[config.mk]
export PLATFORM = sky130hd
export DESIGN_NAME = priority_task_scheduler
export DESIGN_NICKNAME = d
export VERILOG_FILES = /design/src/hw/rtl/pts_pkg.sv /design/src/hw/rtl/priority_task_scheduler.sv /design/src/hw/rtl/pts_ctrl.sv /design/src/hw/rtl/pts_dp.sv
export VERILOG_INCLUDE_DIRS = /design/src /design/src/hw/rtl
export SDC_FILE = /design/constraint.sdc
export NUM_CORES = 1
export LEC_CHECK = 0
export BUFFER_PORTS_ARGS = -buffer_cell sky130_fd_sc_hd__buf_2
export CAP_MARGIN = 20
export CORE_MARGIN = 2
export CORE_UTILIZATION = 45
export DETAILED_ROUTE_END_ITERATION = 10
export PLACE_DENSITY = 0.71
export REMOVE_ABC_BUFFERS = 1
export SLEW_MARGIN = 15
export SYNTH_ARGS = -nofsm -noshare
export SYNTH_HDL_FRONTEND = slang
export SYNTH_SLANG_ARGS = --single-unit
[constraint.sdc]
create_clock -name clk_i -period 5.7 [get_ports clk_i]
set_clock_uncertainty 0.05 [all_clocks]
set_input_delay 0.57 -clock clk_i [delete_from_list [all_inputs] [get_ports clk_i]]
set_output_delay 0.57 -clock clk_i [all_outputs]
set_load 0.01 [all_outputs]
[src/hw/rtl/priority_task_scheduler_defines.svh]
// Assertion macros shared by the priority task scheduler RTL.
// Used by pts_dp and priority_task_scheduler; no other dependencies.
`ifndef PRIORITY_TASK_SCHEDULER_DEFINES_SVH
`define PRIORITY_TASK_SCHEDULER_DEFINES_SVH
`ifndef SYNTH
// Property that must hold at every clock edge outside reset.
`define PTS_ASSERT(label, clk, rst_n, prop) \
  label: assert property (@(posedge clk) disable iff (!rst_n) (prop)) \
    else $error("pts assertion failed");
// Same-cycle implication.
`define PTS_ASSERT_IMP(label, clk, rst_n, ante, cons) \
  label: assert property (@(posedge clk) disable iff (!rst_n) (ante) |-> (cons)) \
    else $error("pts implication failed");
// Next-cycle implication.
`define PTS_ASSERT_NEXT(label, clk, rst_n, ante, cons) \
  label: assert property (@(posedge clk) disable iff (!rst_n) (ante) |=> (cons)) \
    else $error("pts next-cycle implication failed");
`else
`define PTS_ASSERT(label, clk, rst_n, prop)
`define PTS_ASSERT_IMP(label, clk, rst_n, ante, cons)
`define PTS_ASSERT_NEXT(label, clk, rst_n, ante, cons)
`endif
`endif

[src/hw/rtl/pts_pkg.sv]
// Package for the priority task scheduler: default sizes, field widths,
// operation and status codes, and the controller/datapath interface structs.
// No dependencies.
`timescale 1ns / 1ps

package pts_pkg;

  // Default table geometry.
  localparam int unsigned TASK_SLOTS_DEF    = 8;
  localparam int unsigned PRIO_LEVELS_DEF   = 8;
  localparam int unsigned BLOCK_SOURCES_DEF = 16;

  // Fixed port field widths.
  localparam int unsigned OP_W       = 3;
  localparam int unsigned PRIO_IN_W  = 3;
  localparam int unsigned DUR_W      = 32;
  localparam int unsigned SRC_W      = 4;
  localparam int unsigned MASK_W     = 16;
  localparam int unsigned SLOT_OUT_W = 3;
  localparam int unsigned STATUS_W   = 2;
  localparam int unsigned TICK_W     = 64;

  // Operation codes; the two unused codes are no-ops.
  typedef enum logic [OP_W-1:0] {
    OP_CREATE   = 3'd0,
    OP_SLEEP    = 3'd1,
    OP_WAIT     = 3'd2,
    OP_DESTROY  = 3'd3,
    OP_TICK     = 3'd4,
    OP_SCHEDULE = 3'd5
  } pts_op_e;

  // Result status codes.
  typedef enum logic [STATUS_W-1:0] {
    ST_OK          = 2'd0,
    ST_FULL        = 2'd1,
    ST_NO_CURRENT  = 2'd2,
    ST_NO_RUNNABLE = 2'd3
  } pts_status_e;

  // Commands from the controller to the datapath.
  typedef struct packed {
    logic capture;       // latch a new transaction, restart the slot walk
    logic scan_step;     // advance the slot walk
    logic create_eval;   // test the walked slot for a free entry
    logic sched_eval;    // wake and rank the walked slot
    logic sched_commit;  // install the best candidate as current task
    logic simple_exec;   // sleep, wait, destroy, tick or no-op
    logic finish;        // register the result and strobe it
  } pts_cmd_t;

  // Status from the datapath to the controller.
  typedef struct packed {
    logic [OP_W-1:0] op_in;     // operation on the input port
    logic            scan_last; // walk is at the last slot
    logic            slot_free; // walked slot is not in use
  } pts_stat_t;

endpackage

[src/hw/rtl/priority_task_scheduler.sv]
// Top level of the priority task scheduler.
// Depends on pts_pkg, pts_ctrl, pts_dp and priority_task_scheduler_defines.svh.
//
//   Channel   Handshake                 Payload
//   request   start in, busy out        operation_i, task_priority_i,
//                                       sleep_duration_i, block_source_i,
//                                       blocked_sources_i
//   result    done_o strobe (1 cycle)   current_valid_o, current_slot_o,
//                                       new_slot_o, status_o
//
// Sleep, wait, destroy, tick and unused codes run in the single execute state.
// Create tests one slot flag per cycle until a free slot turns up or the table is full.
// Schedule walks the task table memories one slot per cycle and then
// commits the winner in state S_COMMIT.
// done_o pulses in the first cycle that busy is low again; a new start may be
// taken in that cycle.
// Reset clears the slot flags, counter and current task; no clearing pass.
// The receiver cannot stall the result.
`timescale 1ns / 1ps
`include "priority_task_scheduler_defines.svh"

module priority_task_scheduler import pts_pkg::*; #(
  parameter int unsigned TASK_SLOTS    = TASK_SLOTS_DEF,
  parameter int unsigned PRIO_LEVELS   = PRIO_LEVELS_DEF,
  parameter int unsigned BLOCK_SOURCES = BLOCK_SOURCES_DEF
) (
  input  logic                  clk_i,
  input  logic                  rst_ni,
  input  logic                  start,
  output logic                  busy,
  input  logic [OP_W-1:0]       operation_i,
  input  logic [PRIO_IN_W-1:0]  task_priority_i,
  input  logic [DUR_W-1:0]      sleep_duration_i,
  input  logic [SRC_W-1:0]      block_source_i,
  input  logic [MASK_W-1:0]     blocked_sources_i,
  output logic                  done_o,
  output logic                  current_valid_o,
  output logic [SLOT_OUT_W-1:0] current_slot_o,
  output logic [SLOT_OUT_W-1:0] new_slot_o,
  output logic [STATUS_W-1:0]   status_o
);

  pts_cmd_t  cmd;
  pts_stat_t stat;

  // Sequencer for one transaction at a time.
  pts_ctrl u_ctrl (
    .clk_i  (clk_i),
    .rst_ni (rst_ni),
    .start  (start),
    .busy   (busy),
    .stat_i (stat),
    .cmd_o  (cmd)
  );

  // Task table and scheduling datapath.
  pts_dp #(
    .TASK_SLOTS    (TASK_SLOTS),
    .PRIO_LEVELS   (PRIO_LEVELS),
    .BLOCK_SOURCES (BLOCK_SOURCES)
  ) u_dp (
    .clk_i             (clk_i),
    .rst_ni            (rst_ni),
    .operation_i       (operation_i),
    .task_priority_i   (task_priority_i),
    .sleep_duration_i  (sleep_duration_i),
    .block_source_i    (block_source_i),
    .blocked_sources_i (blocked_sources_i),
    .cmd_i             (cmd),
    .stat_o            (stat),
    .done_o            (done_o),
    .current_valid_o   (current_valid_o),
    .current_slot_o    (current_slot_o),
    .new_slot_o        (new_slot_o),
    .status_o          (status_o)
  );

  // An accepted transaction occupies the block; its result comes once it is free.
  `PTS_ASSERT_NEXT(a_accept_busy, clk_i, rst_ni, start && !busy, busy)
  `PTS_ASSERT_IMP(a_done_idle, clk_i, rst_ni, done_o, !busy)
  `PTS_ASSERT_NEXT(a_done_single, clk_i, rst_ni, done_o, !done_o)

endmodule

[src/hw/rtl/pts_ctrl.sv]
// Controller state machine of the priority task scheduler.
// Depends on pts_pkg for operation codes and the command/status structs.
`timescale 1ns / 1ps

module pts_ctrl import pts_pkg::*; (
  input  logic      clk_i,
  input  logic      rst_ni,
  input  logic      start,
  output logic      busy,
  input  pts_stat_t stat_i,
  output pts_cmd_t  cmd_o
);

  typedef enum logic [2:0] {
    S_IDLE,
    S_EXEC,
    S_CREATE,
    S_SCHED,
    S_COMMIT
  } state_e;

  state_e state_q, state_d;
  logic   busy_q;

  // Next state and datapath commands.
  always_comb begin
    cmd_o   = '0;
    state_d = state_q;
    case (state_q)
      S_IDLE: begin
        if (start) begin
          cmd_o.capture = 1'b1;
          case (stat_i.op_in)
            OP_CREATE:   state_d = S_CREATE;
            OP_SCHEDULE: state_d = S_SCHED;
            default:     state_d = S_EXEC;
          endcase
        end
      end
      S_EXEC: begin
        cmd_o.simple_exec = 1'b1;
        cmd_o.finish      = 1'b1;
        state_d           = S_IDLE;
      end
      S_CREATE: begin
        // Walk upward until a free slot turns up or the table is exhausted.
        cmd_o.create_eval = 1'b1;
        if (stat_i.slot_free || stat_i.scan_last) begin
          cmd_o.finish = 1'b1;
          state_d      = S_IDLE;
        end else begin
          cmd_o.scan_step = 1'b1;
        end
      end
      S_SCHED: begin
        cmd_o.sched_eval = 1'b1;
        cmd_o.scan_step  = 1'b1;
        if (stat_i.scan_last) begin
          state_d = S_COMMIT;
        end
      end
      S_COMMIT: begin
        cmd_o.sched_commit = 1'b1;
        cmd_o.finish       = 1'b1;
        state_d            = S_IDLE;
      end
      default: begin
        state_d = S_IDLE;
      end
    endcase
  end

  // State register and registered busy flag.
  always_ff @(posedge clk_i or negedge rst_ni) begin
    if (!rst_ni) begin
      state_q <= S_IDLE;
      busy_q  <= 1'b0;
    end else begin
      state_q <= state_d;
      busy_q  <= (state_d != S_IDLE);
    end
  end

  assign busy = busy_q;

endmodule

[src/hw/rtl/pts_dp.sv]
// Datapath of the priority task scheduler: task table memories, slot flags,
// tick counter, current-task registers, slot walk and result registers.
// Depends on pts_pkg and priority_task_scheduler_defines.svh.
`timescale 1ns / 1ps
`include "priority_task_scheduler_defines.svh"

module pts_dp import pts_pkg::*; #(
  parameter int unsigned TASK_SLOTS    = TASK_SLOTS_DEF,
  parameter int unsigned PRIO_LEVELS   = PRIO_LEVELS_DEF,
  parameter int unsigned BLOCK_SOURCES = BLOCK_SOURCES_DEF
) (
  input  logic                  clk_i,
  input  logic                  rst_ni,
  input  logic [OP_W-1:0]       operation_i,
  input  logic [PRIO_IN_W-1:0]  task_priority_i,
  input  logic [DUR_W-1:0]      sleep_duration_i,
  input  logic [SRC_W-1:0]      block_source_i,
  input  logic [MASK_W-1:0]     blocked_sources_i,
  input  pts_cmd_t              cmd_i,
  output pts_stat_t             stat_o,
  output logic                  done_o,
  output logic                  current_valid_o,
  output logic [SLOT_OUT_W-1:0] current_slot_o,
  output logic [SLOT_OUT_W-1:0] new_slot_o,
  output logic [STATUS_W-1:0]   status_o
);

  localparam int unsigned SLOT_W = $clog2(TASK_SLOTS);
  localparam int unsigned PRIO_W = $clog2(PRIO_LEVELS);
  localparam int unsigned PEXT_W = PRIO_W + PRIO_IN_W;
  localparam logic [SLOT_W-1:0] LAST_SLOT = SLOT_W'(TASK_SLOTS - 1);
  localparam logic [PRIO_W-1:0] TOP_PRIO  = PRIO_W'(PRIO_LEVELS - 1);

  typedef enum logic [1:0] {
    MODE_RUNNABLE = 2'd0,
    MODE_RUNNING  = 2'd1,
    MODE_SLEEPING = 2'd2,
    MODE_BLOCKED  = 2'd3
  } mode_e;

  // Latched transaction fields.
  logic [OP_W-1:0]      op_q;
  logic [PRIO_IN_W-1:0] prio_in_q;
  logic [DUR_W-1:0]     dur_q;
  logic [SRC_W-1:0]     src_q;
  logic [MASK_W-1:0]    mask_q;

  // Scheduler state held in flops.
  logic [TICK_W-1:0]     tick_q, tick_d;
  logic [SLOT_W-1:0]     run_slot_q, run_slot_d;
  logic                  run_valid_q, run_valid_d;
  logic [TASK_SLOTS-1:0] used_q, used_d;

  // Slot walk and best-candidate tracking.
  logic [SLOT_W-1:0] scan_idx_q, scan_idx_d;
  logic              have_q, have_d;
  logic [SLOT_W-1:0] best_q, best_d;
  logic [PRIO_W-1:0] best_prio_q, best_prio_d;

  // Task table memories, one registered read port at the walk address.
  mode_e             mode_mem [TASK_SLOTS];
  logic [PRIO_W-1:0] prio_mem [TASK_SLOTS];
  logic [SRC_W-1:0]  wsrc_mem [TASK_SLOTS];
  logic [TICK_W-1:0] wake_mem [TASK_SLOTS];
  mode_e             rd_mode_q;
  logic [PRIO_W-1:0] rd_prio_q;
  logic [SRC_W-1:0]  rd_wsrc_q;
  logic [TICK_W-1:0] rd_wake_q;

  // Memory write ports.
  logic              mode_we;
  logic [SLOT_W-1:0] mode_waddr;
  mode_e             mode_wdata;
  logic              prio_we;
  logic              wsrc_we;
  logic              wake_we;
  logic [TICK_W-1:0] wake_wdata;

  // Result assembly.
  logic [SLOT_W-1:0]          new_slot_d;
  pts_status_e                status_d;
  logic [SLOT_W+SLOT_OUT_W-1:0] cur_ext, new_ext;
  logic                       done_q;
  logic                       cur_valid_q;
  logic [SLOT_OUT_W-1:0]      cur_slot_q, new_slot_q;
  logic [STATUS_W-1:0]        status_q;

  // Per-slot evaluation terms.
  logic              slot_used;
  logic              wake_due;
  logic              src_blocking;
  logic              ready_now;
  logic              take;
  logic [PEXT_W-1:0] prio_ext;
  logic [PRIO_W-1:0] prio_sat;

  // Latch the transaction fields when it is accepted.
  always_ff @(posedge clk_i) begin
    if (cmd_i.capture) begin
      op_q      <= operation_i;
      prio_in_q <= task_priority_i;
      dur_q     <= sleep_duration_i;
      src_q     <= block_source_i;
      mask_q    <= blocked_sources_i;
    end
  end

  // Priority saturates to the top level.
  assign prio_ext = {{PRIO_W{1'b0}}, prio_in_q};
  assign prio_sat = (prio_ext >= PEXT_W'(PRIO_LEVELS)) ? TOP_PRIO : prio_ext[PRIO_W-1:0];

  // Wake and rank the walked slot; a running task counts as runnable again.
  assign slot_used    = used_q[scan_idx_q];
  assign wake_due     = (tick_q >= rd_wake_q);
  assign src_blocking = (32'(rd_wsrc_q) < BLOCK_SOURCES) && mask_q[rd_wsrc_q];

  always_comb begin
    case (rd_mode_q)
      MODE_RUNNABLE: ready_now = 1'b1;
      MODE_RUNNING:  ready_now = 1'b1;
      MODE_SLEEPING: ready_now = wake_due;
      MODE_BLOCKED:  ready_now = !src_blocking;
      default:       ready_now = 1'b0;
    endcase
  end

  assign take = cmd_i.sched_eval && slot_used && ready_now &&
                (!have_q || (rd_prio_q > best_prio_q));

  // Walk index; the memories read one slot ahead of the evaluation.
  always_comb begin
    scan_idx_d = scan_idx_q;
    if (cmd_i.capture) begin
      scan_idx_d = '0;
    end else if (cmd_i.scan_step && (scan_idx_q != LAST_SLOT)) begin
      scan_idx_d = scan_idx_q + SLOT_W'(1);
    end
  end

  // Best candidate so far; the strict compare keeps ties at the lower slot.
  always_comb begin
    have_d      = have_q;
    best_d      = best_q;
    best_prio_d = best_prio_q;
    if (cmd_i.capture) begin
      have_d = 1'b0;
    end else if (take) begin
      have_d      = 1'b1;
      best_d      = scan_idx_q;
      best_prio_d = rd_prio_q;
    end
  end

  // Table updates, counter, current task and result codes.
  always_comb begin
    tick_d      = tick_q;
    run_slot_d  = run_slot_q;
    run_valid_d = run_valid_q;
    used_d      = used_q;
    new_slot_d  = '0;
    status_d    = ST_OK;
    mode_we     = 1'b0;
    mode_waddr  = run_slot_q;
    mode_wdata  = MODE_RUNNABLE;
    prio_we     = 1'b0;
    wsrc_we     = 1'b0;
    wake_we     = 1'b0;
    wake_wdata  = tick_q + TICK_W'(dur_q);

    if (cmd_i.simple_exec) begin
      case (op_q)
        OP_SLEEP: begin
          if (!run_valid_q) begin
            status_d = ST_NO_CURRENT;
          end else begin
            wake_we    = 1'b1;
            mode_we    = 1'b1;
            mode_wdata = MODE_SLEEPING;
          end
        end
        OP_WAIT: begin
          if (!run_valid_q) begin
            status_d = ST_NO_CURRENT;
          end else begin
            wsrc_we    = 1'b1;
            mode_we    = 1'b1;
            mode_wdata = MODE_BLOCKED;
          end
        end
        OP_DESTROY: begin
          if (!run_valid_q) begin
            status_d = ST_NO_CURRENT;
          end else begin
            used_d[run_slot_q] = 1'b0;
            run_valid_d        = 1'b0;
            run_slot_d         = '0;
          end
        end
        OP_TICK: begin
          tick_d = tick_q + TICK_W'(1);
        end
        default: begin
        end
      endcase
    end

    if (cmd_i.create_eval) begin
      if (!slot_used) begin
        used_d[scan_idx_q] = 1'b1;
        mode_we            = 1'b1;
        mode_waddr         = scan_idx_q;
        mode_wdata         = MODE_RUNNABLE;
        prio_we            = 1'b1;
        new_slot_d         = scan_idx_q;
      end else if (scan_idx_q == LAST_SLOT) begin
        status_d = ST_FULL;
      end
    end

    // Woken or preempted tasks go back to runnable.
    if (cmd_i.sched_eval && slot_used && ready_now && (rd_mode_q != MODE_RUNNABLE)) begin
      mode_we    = 1'b1;
      mode_waddr = scan_idx_q;
      mode_wdata = MODE_RUNNABLE;
    end

    if (cmd_i.sched_commit) begin
      if (have_q) begin
        mode_we     = 1'b1;
        mode_waddr  = best_q;
        mode_wdata  = MODE_RUNNING;
        run_valid_d = 1'b1;
        run_slot_d  = best_q;
      end else begin
        run_valid_d = 1'b0;
        run_slot_d  = '0;
        status_d    = ST_NO_RUNNABLE;
      end
    end
  end

  // Control state registers.
  always_ff @(posedge clk_i or negedge rst_ni) begin
    if (!rst_ni) begin
      tick_q      <= '0;
      run_slot_q  <= '0;
      run_valid_q <= 1'b0;
      used_q      <= '0;
      scan_idx_q  <= '0;
      have_q      <= 1'b0;
      best_q      <= '0;
      best_prio_q <= '0;
      done_q      <= 1'b0;
    end else begin
      tick_q      <= tick_d;
      run_slot_q  <= run_slot_d;
      run_valid_q <= run_valid_d;
      used_q      <= used_d;
      scan_idx_q  <= scan_idx_d;
      have_q      <= have_d;
      best_q      <= best_d;
      best_prio_q <= best_prio_d;
      done_q      <= cmd_i.finish;
    end
  end

  // Task table writes and registered reads.
  always_ff @(posedge clk_i) begin
    if (mode_we) begin
      mode_mem[mode_waddr] <= mode_wdata;
    end
    if (prio_we) begin
      prio_mem[scan_idx_q] <= prio_sat;
    end
    if (wsrc_we) begin
      wsrc_mem[run_slot_q] <= src_q;
    end
    if (wake_we) begin
      wake_mem[run_slot_q] <= wake_wdata;
    end
    rd_mode_q <= mode_mem[scan_idx_d];
    rd_prio_q <= prio_mem[scan_idx_d];
    rd_wsrc_q <= wsrc_mem[scan_idx_d];
    rd_wake_q <= wake_mem[scan_idx_d];
  end

  // Result registers; slot numbers carry their low bits only.
  assign cur_ext = {{SLOT_OUT_W{1'b0}}, run_slot_d};
  assign new_ext = {{SLOT_OUT_W{1'b0}}, new_slot_d};

  always_ff @(posedge clk_i) begin
    if (cmd_i.finish) begin
      cur_valid_q <= run_valid_d;
      cur_slot_q  <= cur_ext[SLOT_OUT_W-1:0];
      new_slot_q  <= new_ext[SLOT_OUT_W-1:0];
      status_q    <= status_d;
    end
  end

  assign done_o          = done_q;
  assign current_valid_o = cur_valid_q;
  assign current_slot_o  = cur_slot_q;
  assign new_slot_o      = new_slot_q;
  assign status_o        = status_q;

  assign stat_o.op_in     = operation_i;
  assign stat_o.scan_last = (scan_idx_q == LAST_SLOT);
  assign stat_o.slot_free = !slot_used;

  // The current task always occupies a slot, and an idle pointer reads zero.
  `PTS_ASSERT_IMP(a_cur_slot_used, clk_i, rst_ni, run_valid_q, used_q[run_slot_q])
  `PTS_ASSERT_IMP(a_idle_slot_zero, clk_i, rst_ni, !run_valid_q, run_slot_q == '0)
  `PTS_ASSERT_NEXT(a_create_claims, clk_i, rst_ni, cmd_i.create_eval && !slot_used, used_q[$past(scan_idx_q)])

endmodule
Yosys cells after proc, flatten, opt, wreduce, memory -nomap -nowiden
Memories as Yosys holds them, arrays and structs flattened. A register that Yosys moved wholly into a read port is not among the register bits.
Cells that the tools add are included.
- bitwise logic cells: 5
- eq/ne operators: 14
- add/sub/neg operators: 3
- muxes and demuxes: 87
- reduce and logical (&&, ||, !) cells: 25
- $lt $le $gt $ge: 8
- operator list (operator ; number):
    adder 64 x 1 -> 64 bit, second input constant ; 1
    adder 64 x 32 -> 64 bit ; 1
    >= comparator 64 bit ; 1
    2-to-1 mux 3 bit ; 16
    2-to-1 mux 1 bit ; 40
    2-to-1 mux 8 bit ; 5
    2-to-1 mux 2 bit ; 16
    equality test 3 x 2 -> 1 bit, second input constant ; 4
    equality test 3 bit, second input constant ; 4
    case mux 3 bit (3 select lines) ; 1
    AND 8 bit ; 1
    < comparator 3 x 4 -> 1 bit, second input constant ; 2
    inverter 8 bit ; 1
    OR 8 bit ; 1
    case mux 2 bit (2 select lines) ; 2
    OR reduction 2 bit ; 4
    logical AND 1 bit ; 7
    demux 1 bit (select 3 bit) ; 2
    equality test 3 x 1 -> 1 bit, second input constant ; 2
    >= comparator 3 x 1 -> 1 bit, second input constant ; 2
    logical NOT 3 bit ; 2
    < comparator 4 x 5 -> 1 bit, second input constant ; 1
    binary-select mux 1 bit (select 4 bit) ; 1
    equality test 2 bit, second input constant ; 2
    other kinds (16) ; 23
- memories: 4
- input bits: 61
- RAM bits: 584
- word-level logic and storage cells: 166
- flip-flop bits (word level): 158
- memories (name ; depth ; bits a word ; rd ports ; clocked after memory_dff ; wr ports ; RTL line ; text):
    u_dp.wake_mem ; 8 ; 64 ; 1 ; 1 ; 1 ; pts_dp.sv:64 ; logic [TICK_W-1:0] wake_mem [TASK_SLOTS];
    u_dp.wsrc_mem ; 8 ; 4 ; 1 ; 1 ; 1 ; pts_dp.sv:63 ; logic [SRC_W-1:0] wsrc_mem [TASK_SLOTS];
    u_dp.prio_mem ; 8 ; 3 ; 1 ; 1 ; 1 ; pts_dp.sv:62 ; logic [PRIO_W-1:0] prio_mem [TASK_SLOTS];
    u_dp.mode_mem ; 8 ; 2 ; 1 ; 1 ; 1 ; pts_dp.sv:61 ; mode_e mode_mem [TASK_SLOTS];

Logic depth before layout (Yosys ltp)
- depth after elaboration: 12
- mapped depth: 12

Cells and area by module
Synthesis repeated with hierarchy kept, for this count alone.
- cells, all modules: 2952
- area total of the unflattened synthesis: 34648.2 um^2
- by module, submodules not included (module ; area each (um^2) ; sequential area each (um^2) ; cells each ; instances):
    pts_dp ; 34399.2 ; 23187.2 ; 2926 ; 1
    pts_ctrl ; 249.0 ; 100.1 ; 26 ; 1

Worst setup path before layout
OpenSTA, ideal clock, no wires.
- kind: reg2reg
- start: reg u_ctrl.state_q[0]
- end: mem u_dp.wake_mem[0][0], enable pin
- stages on the path, launching flop included: 6
- arrival time: 4.006 ns
- period minus slack after synthesis: 4.542 ns
- setup slack: 1.158 ns
- buffers on the path: 1
- library setup time: 0.487 ns
- required time: 5.163 ns
- cell sequence: dfrtp_1 buf_6 nor3b_4 nor2b_1 nand4b_1 nor2_1
- longest elaborated chain between the ends: 5
- RTL lines (element ; RTL line ; text):
    start, declared ; pts_ctrl.sv:22 ; state_e state_q, state_d;
    start signal, assigned ; pts_ctrl.sv:79 ; state_q <= state_d;
    equality test 3 x 1 -> 1 bit ; pts_ctrl.sv:29 ; case (state_q)
    2-to-1 mux 1 bit ; pts_ctrl.sv:29 ;
    2-to-1 mux 1 bit ; pts_dp.sv:170 ; if (cmd_i.simple_exec) begin
    2-to-1 mux 1 bit ; pts_dp.sv:278 ; if (wake_we) begin
    2-to-1 mux 1 bit (not written as such) ; pts_dp.sv:279 ; wake_mem[run_slot_q] <= wake_wdata;
    end, declared ; pts_dp.sv:64 ;
No other way between the ends.

Worst setup path in the final report
- start: reg u_dp.tick_q[0]
- end: mem u_dp.wake_mem[1][48], data pin
- longest elaborated chain between the ends: 1
- RTL lines (element ; RTL line ; text):
    start, declared ; pts_dp.sv:49 ; logic [TICK_W-1:0] tick_q, tick_d;
    start signal, assigned ; pts_dp.sv:255 ; tick_q <= tick_d;
    adder 64 x 32 -> 64 bit ; pts_dp.sv:168 ; wake_wdata = tick_q + TICK_W'(dur_q);
    named net u_dp.wake_wdata[48] ; pts_dp.sv:77 ; logic [TICK_W-1:0] wake_wdata;
The timed path passes the listed nets, and every way through them passes these cells.

==> key figures <==
Routing
  – Number of nets with antenna violations after detailed routing: 0
  – Number of design-rule violations left by the first detailed-router iteration: 1556
  – Pre-Repair DR Iteration Count: 7
  – Via count: about 20000
  – Via density: between 5 and 6
  – Total wire length: roughly 75000 um
  – Detailed-route DRC error count: 0
  – Routed len/inst: between 20 and 25 um

Global route
  – Maximum number of pins on one net before global-route repair: 85
  – First-pass GRT wire length: ~110000 um
  – Global-route usage over all layers: a little under a fifth
  – Overflow after GRT: 0
  – Vias in the first global route: 20010
  – Number of antenna violations at the first check in global routing: 1

Logic synthesis
  – Ys async rst share: between 10% and 20%
  – Sequential element share of the synthesized area: roughly two thirds
  – Xor-xnor portion of the synthesized cell area: under 10%
  – FF+latch count, synth: between 800 and 900
  – Count of flip-flops with a built-in enable after synthesis: 651
  – Synth Cell Area: around 35000 um2
  – Dominant combinational cell family by area after synthesis: multiplexers
  – Most numerous cell types in the synthesized netlist: 651 x sky130_fd_sc_hd__edfxtp_1, 172 x sky130_fd_sc_hd__nor2_1, 150 x sky130_fd_sc_hd__mux2i_1
  – Area fraction in compound gates after synthesis: 6.939%
  – Most frequently used cell type in the post-synthesis netlist: sky130_fd_sc_hd__edfxtp_1
  – Fraction of synthesized area in multiplexers: 9.636%
  – Top cell type by total area after synthesis: sky130_fd_sc_hd__edfxtp_1
  – Fraction of post-synthesis cell area in the top cell type by area: a little under three fifths
  – Total number of yosys warnings: 0
  – Adder-cell area share of the yosys netlist: around 3.7%
  – Syn avg cell area: between 10 and 15 um2
  – Synth Instances: around 2400
  – Biggest area contributors in the synthesized netlist: sky130_fd_sc_hd__edfxtp_1 56%, sky130_fd_sc_hd__dfrtp_1 6.5%, sky130_fd_sc_hd__mux2_2 4.7%
  – Library cells used by synthesis: 96
  – Main flop type after synthesis: sky130_fd_sc_hd__edfxtp_1
  – Synthesized-area fraction occupied by and/or/nand/nor cells: just under 7%

Cells and area
  – Count of non-filler cells in the finished layout: ~3500
  – Area taken by multi-input logic gates: 10680 um2
  – Fillers: a little over 6000
  – Ratio of cells with drive above 1 in the final layout: around 17%
  – Layout-stage area growth over the synthesis result: 12.26%
  – Number of antenna repair diodes: 0
  – Count of nets after finishing: 2606
  – Flip-flop and latch area: about 23000 um2

Placement
  – Post-Place Cells: ~3400
  – Final weighted congestion in routability-driven placement: between 0.9 and 1
  – IO buf count: just over 70
  – DP Worst Slack: 1.749 ns
  – Post-DP HPWL: roughly 46000 um

Worst hold path
  – Path type of the worst min-delay path: primary input to flop
  – Worst hold start: task_priority_i[0]

Floorplan
  – Ports: 72
  – Die Y: about 280 um
  – # rows: 101
  – Area of the core: 76200 um2
  – Starting density of the core: between 40% and 50%
  – Die X-Extent: around 280 um
  – Die outline area: between 70000 and 80000 um2

Clock network
  – CTS root buffer: sky130_fd_sc_hd__clkbuf_16
  – Clock Latency Late Sink: between 0.6 and 0.7 ns
  – Number of clock sinks seen by CTS: between 800 and 900
  – Clock transition at path regs: ~0.06 ns
  – Post-CTS setup repair buffer count: 0
  – CTS tree: built
  – Maximum buffer depth of the clock tree: 3
  – TritonCTS Buffers: between 80 and 90
  – H-Tree Depth: 3

Critical path
  – Setup crit start: u_dp.tick_q[0]
  – Critical path launch point type: flop
  – CP Data Required Time: about 6.0 ns
  – CP Max Fanout: 16
  – Slowest cell on the critical path: sky130_fd_sc_hd__xnor2_1
  – Endpoint class of the critical path: flop
  – Critical Path AT: 4.31 ns
  – Worst reg2reg startpoint: u_dp.tick_q[0]
  – Stage delay of the slowest cell on the critical path: just under 0.5 ns
  – Crit-path cells: ha_1 -> inv_1 -> fa_1 -> nor2b_1 -> o2111ai_1 -> a21oi_1 -> o31ai_2 -> a211oi_1 -> o21ai_1 -> buf_4 -> or3_1 -> xnor2_1
  – Path type of the worst setup path: flop to flop

Power
  – Combinational share of power: ~25%
  – Power density cells: 432.8 nW/um2
  – Part of the power in registers: between 40% and 50%
  – Power spent charging and discharging nets: roughly 4900 uW
  – Switching part of the total power: ~29%
  – Proportion of power drawn by the clock network: approximately 32%
  – Post-route total power: 16900 uW
  – Worst supply voltage drop on vdd: around 410 uV
  – Internal: roughly 12000 uW
  – Static Leakage: 0.01437 uW

Timing
  – Unrepaired setup endpoints after global routing: no
  – Final period util: approximately 70%
  – Highest clock frequency the design can meet: between 0.2 and 0.25 GHz
  – Hold slack final: ~0.060 ns
  – Total setup violations reported at the end of the flow: 0
  – Setup slack of the critical path after layout: around 1.7 ns
  – Worst max-slew margin expressed relative to the limit: 34.38%
  – Shortest period the worst path allows: between 4 and 5 ns
  – Setup TNS: 0 ns
  – Number of hold violations in the final report: 0
  – Number of pins exceeding their max-slew limit in the final report: 0
  – Slew at the pin closest to its max-slew limit: 0.9756 ns

Outcome
  – Result of the run: complete, no violations

Job
  – Reported max-cap violation count: 0
## final timing paths
check                                        to  slack (ns)  cells past startpoint
max                        u_dp.wake_mem[1][48]        1.69                     12
min                           u_dp.prio_in_q[0]        0.06                      1
max reg2reg                u_dp.wake_mem[1][48]        1.69                     12
min reg2reg                 u_dp.best_prio_q[2]        0.46                      1
max in group asynchronous       u_dp.tick_q[20]        3.90                      3
min in group asynchronous           u_dp.done_o        0.45                      2
## power by group through the flow
stage | Combinational, uW | Sequential, uW | Clock [uW]
final | 4150 | 7330 | 5420
after global routing | 4520 | 7380 | 5730
after CTS | 4180 | 7330 | 5500
after detailed placement | 4150 | 7440 | 0
after global placement | 4000 | 7440 | 0
after floorplan | 2560 | 7230 | 0
## per-layer routing
layer  up-vias  GRT usage [%]  share of wire, %
met5         -              0                 0
met4         0          6.356               2.8
met3       138          3.254               5.1
met2       524          32.30                50
met1      9880          24.47                42
li1       9085              -                 -
## flip-flops by register name (all words and copies together), names as in the netlist, 3 cells and up
name	count
u_dp.wake_mem	512
u_dp.rd_wake_q	64
u_dp.tick_q	64
u_dp.dur_q	32
u_dp.wsrc_mem	32
u_dp.prio_mem	24
u_dp.mask_q	16
u_dp.mode_mem	16
u_dp.used_q	8
u_dp.rd_wsrc_q	4
u_dp.src_q	4
u_ctrl.state_q	3
u_dp.best_prio_q	3
u_dp.best_q	3
u_dp.current_slot_o	3
u_dp.new_slot_o	3
u_dp.op_q	3
u_dp.prio_in_q	3
u_dp.rd_prio_q	3
u_dp.run_slot_q	3
u_dp.scan_idx_q	3
## layout make-up
class	count	area share, %
clock inverter	39	1.022
inverter	85	0.8203
tap	1030	3.300
sequential	815	59.64
clock buffer	114	6.091
timing repair buffer	98	1.772
multi-input combinational	1360	27.36
## cell families after synthesis
logic type	count (synthesis)
multiplexers	308
XOR/XNOR	125
flip-flops	815
AND/OR/NAND/NOR	480
adder cells (fa/ha/maj)	103
AO/OA/AOI/OAI	344
buffers and inverters	182
## through the flow
| step | util, % | cell area [um2] |
|---|---|---|
| after global routing | 51.24 | 39050 |
| after CTS | 51.24 | 39050 |
| final | 51.24 | 39050 |
| after detailed placement | 47.59 | 36260 |
| after floorplan | - | 34210 |
| after global placement | 47.57 | 36250 |
## worst max-delay path, delay by kind of cell, from the launching register on
kind,cells,cell delay (ns)
adders and majority gates,2,0.63
xor gates and xnor gates,1,0.49
AOI/OAI and AO/OA,5,1.27
and+or+nand+nor,2,0.58
buffers and inverters,2,0.30
DFF,1,0.39
## cells in the final DEF, fill, tap and decap left out, drive strengths merged, types with 5 or more instances in the layout
master,count
a211oi,8
a21o,21
a21oi,53
a22o,73
a31oi,6
and2,10
and3,24
and4,5
buf,97
bufinv,6
clkbuf,114
clkinv,29
dfrtp,91
dfxtp,73
edfxtp,651
ha,102
inv,85
mux2,154
mux2i,151
nand2,81
nand2b,13
nand3,41
nand4,34
nor2,172
nor2b,13
nor3,35
nor3b,7
nor4,13
o211ai,7
o21a,9
o21ai,51
o22ai,74
or2,6
or3,11
xnor2,60
xor2,65
## what timing repair did
item                      CTS  global route
resized for setup           0             0
hold buffers                1             0
hold endpoints to repair   37             0
(Power assumes the default switching activity.)
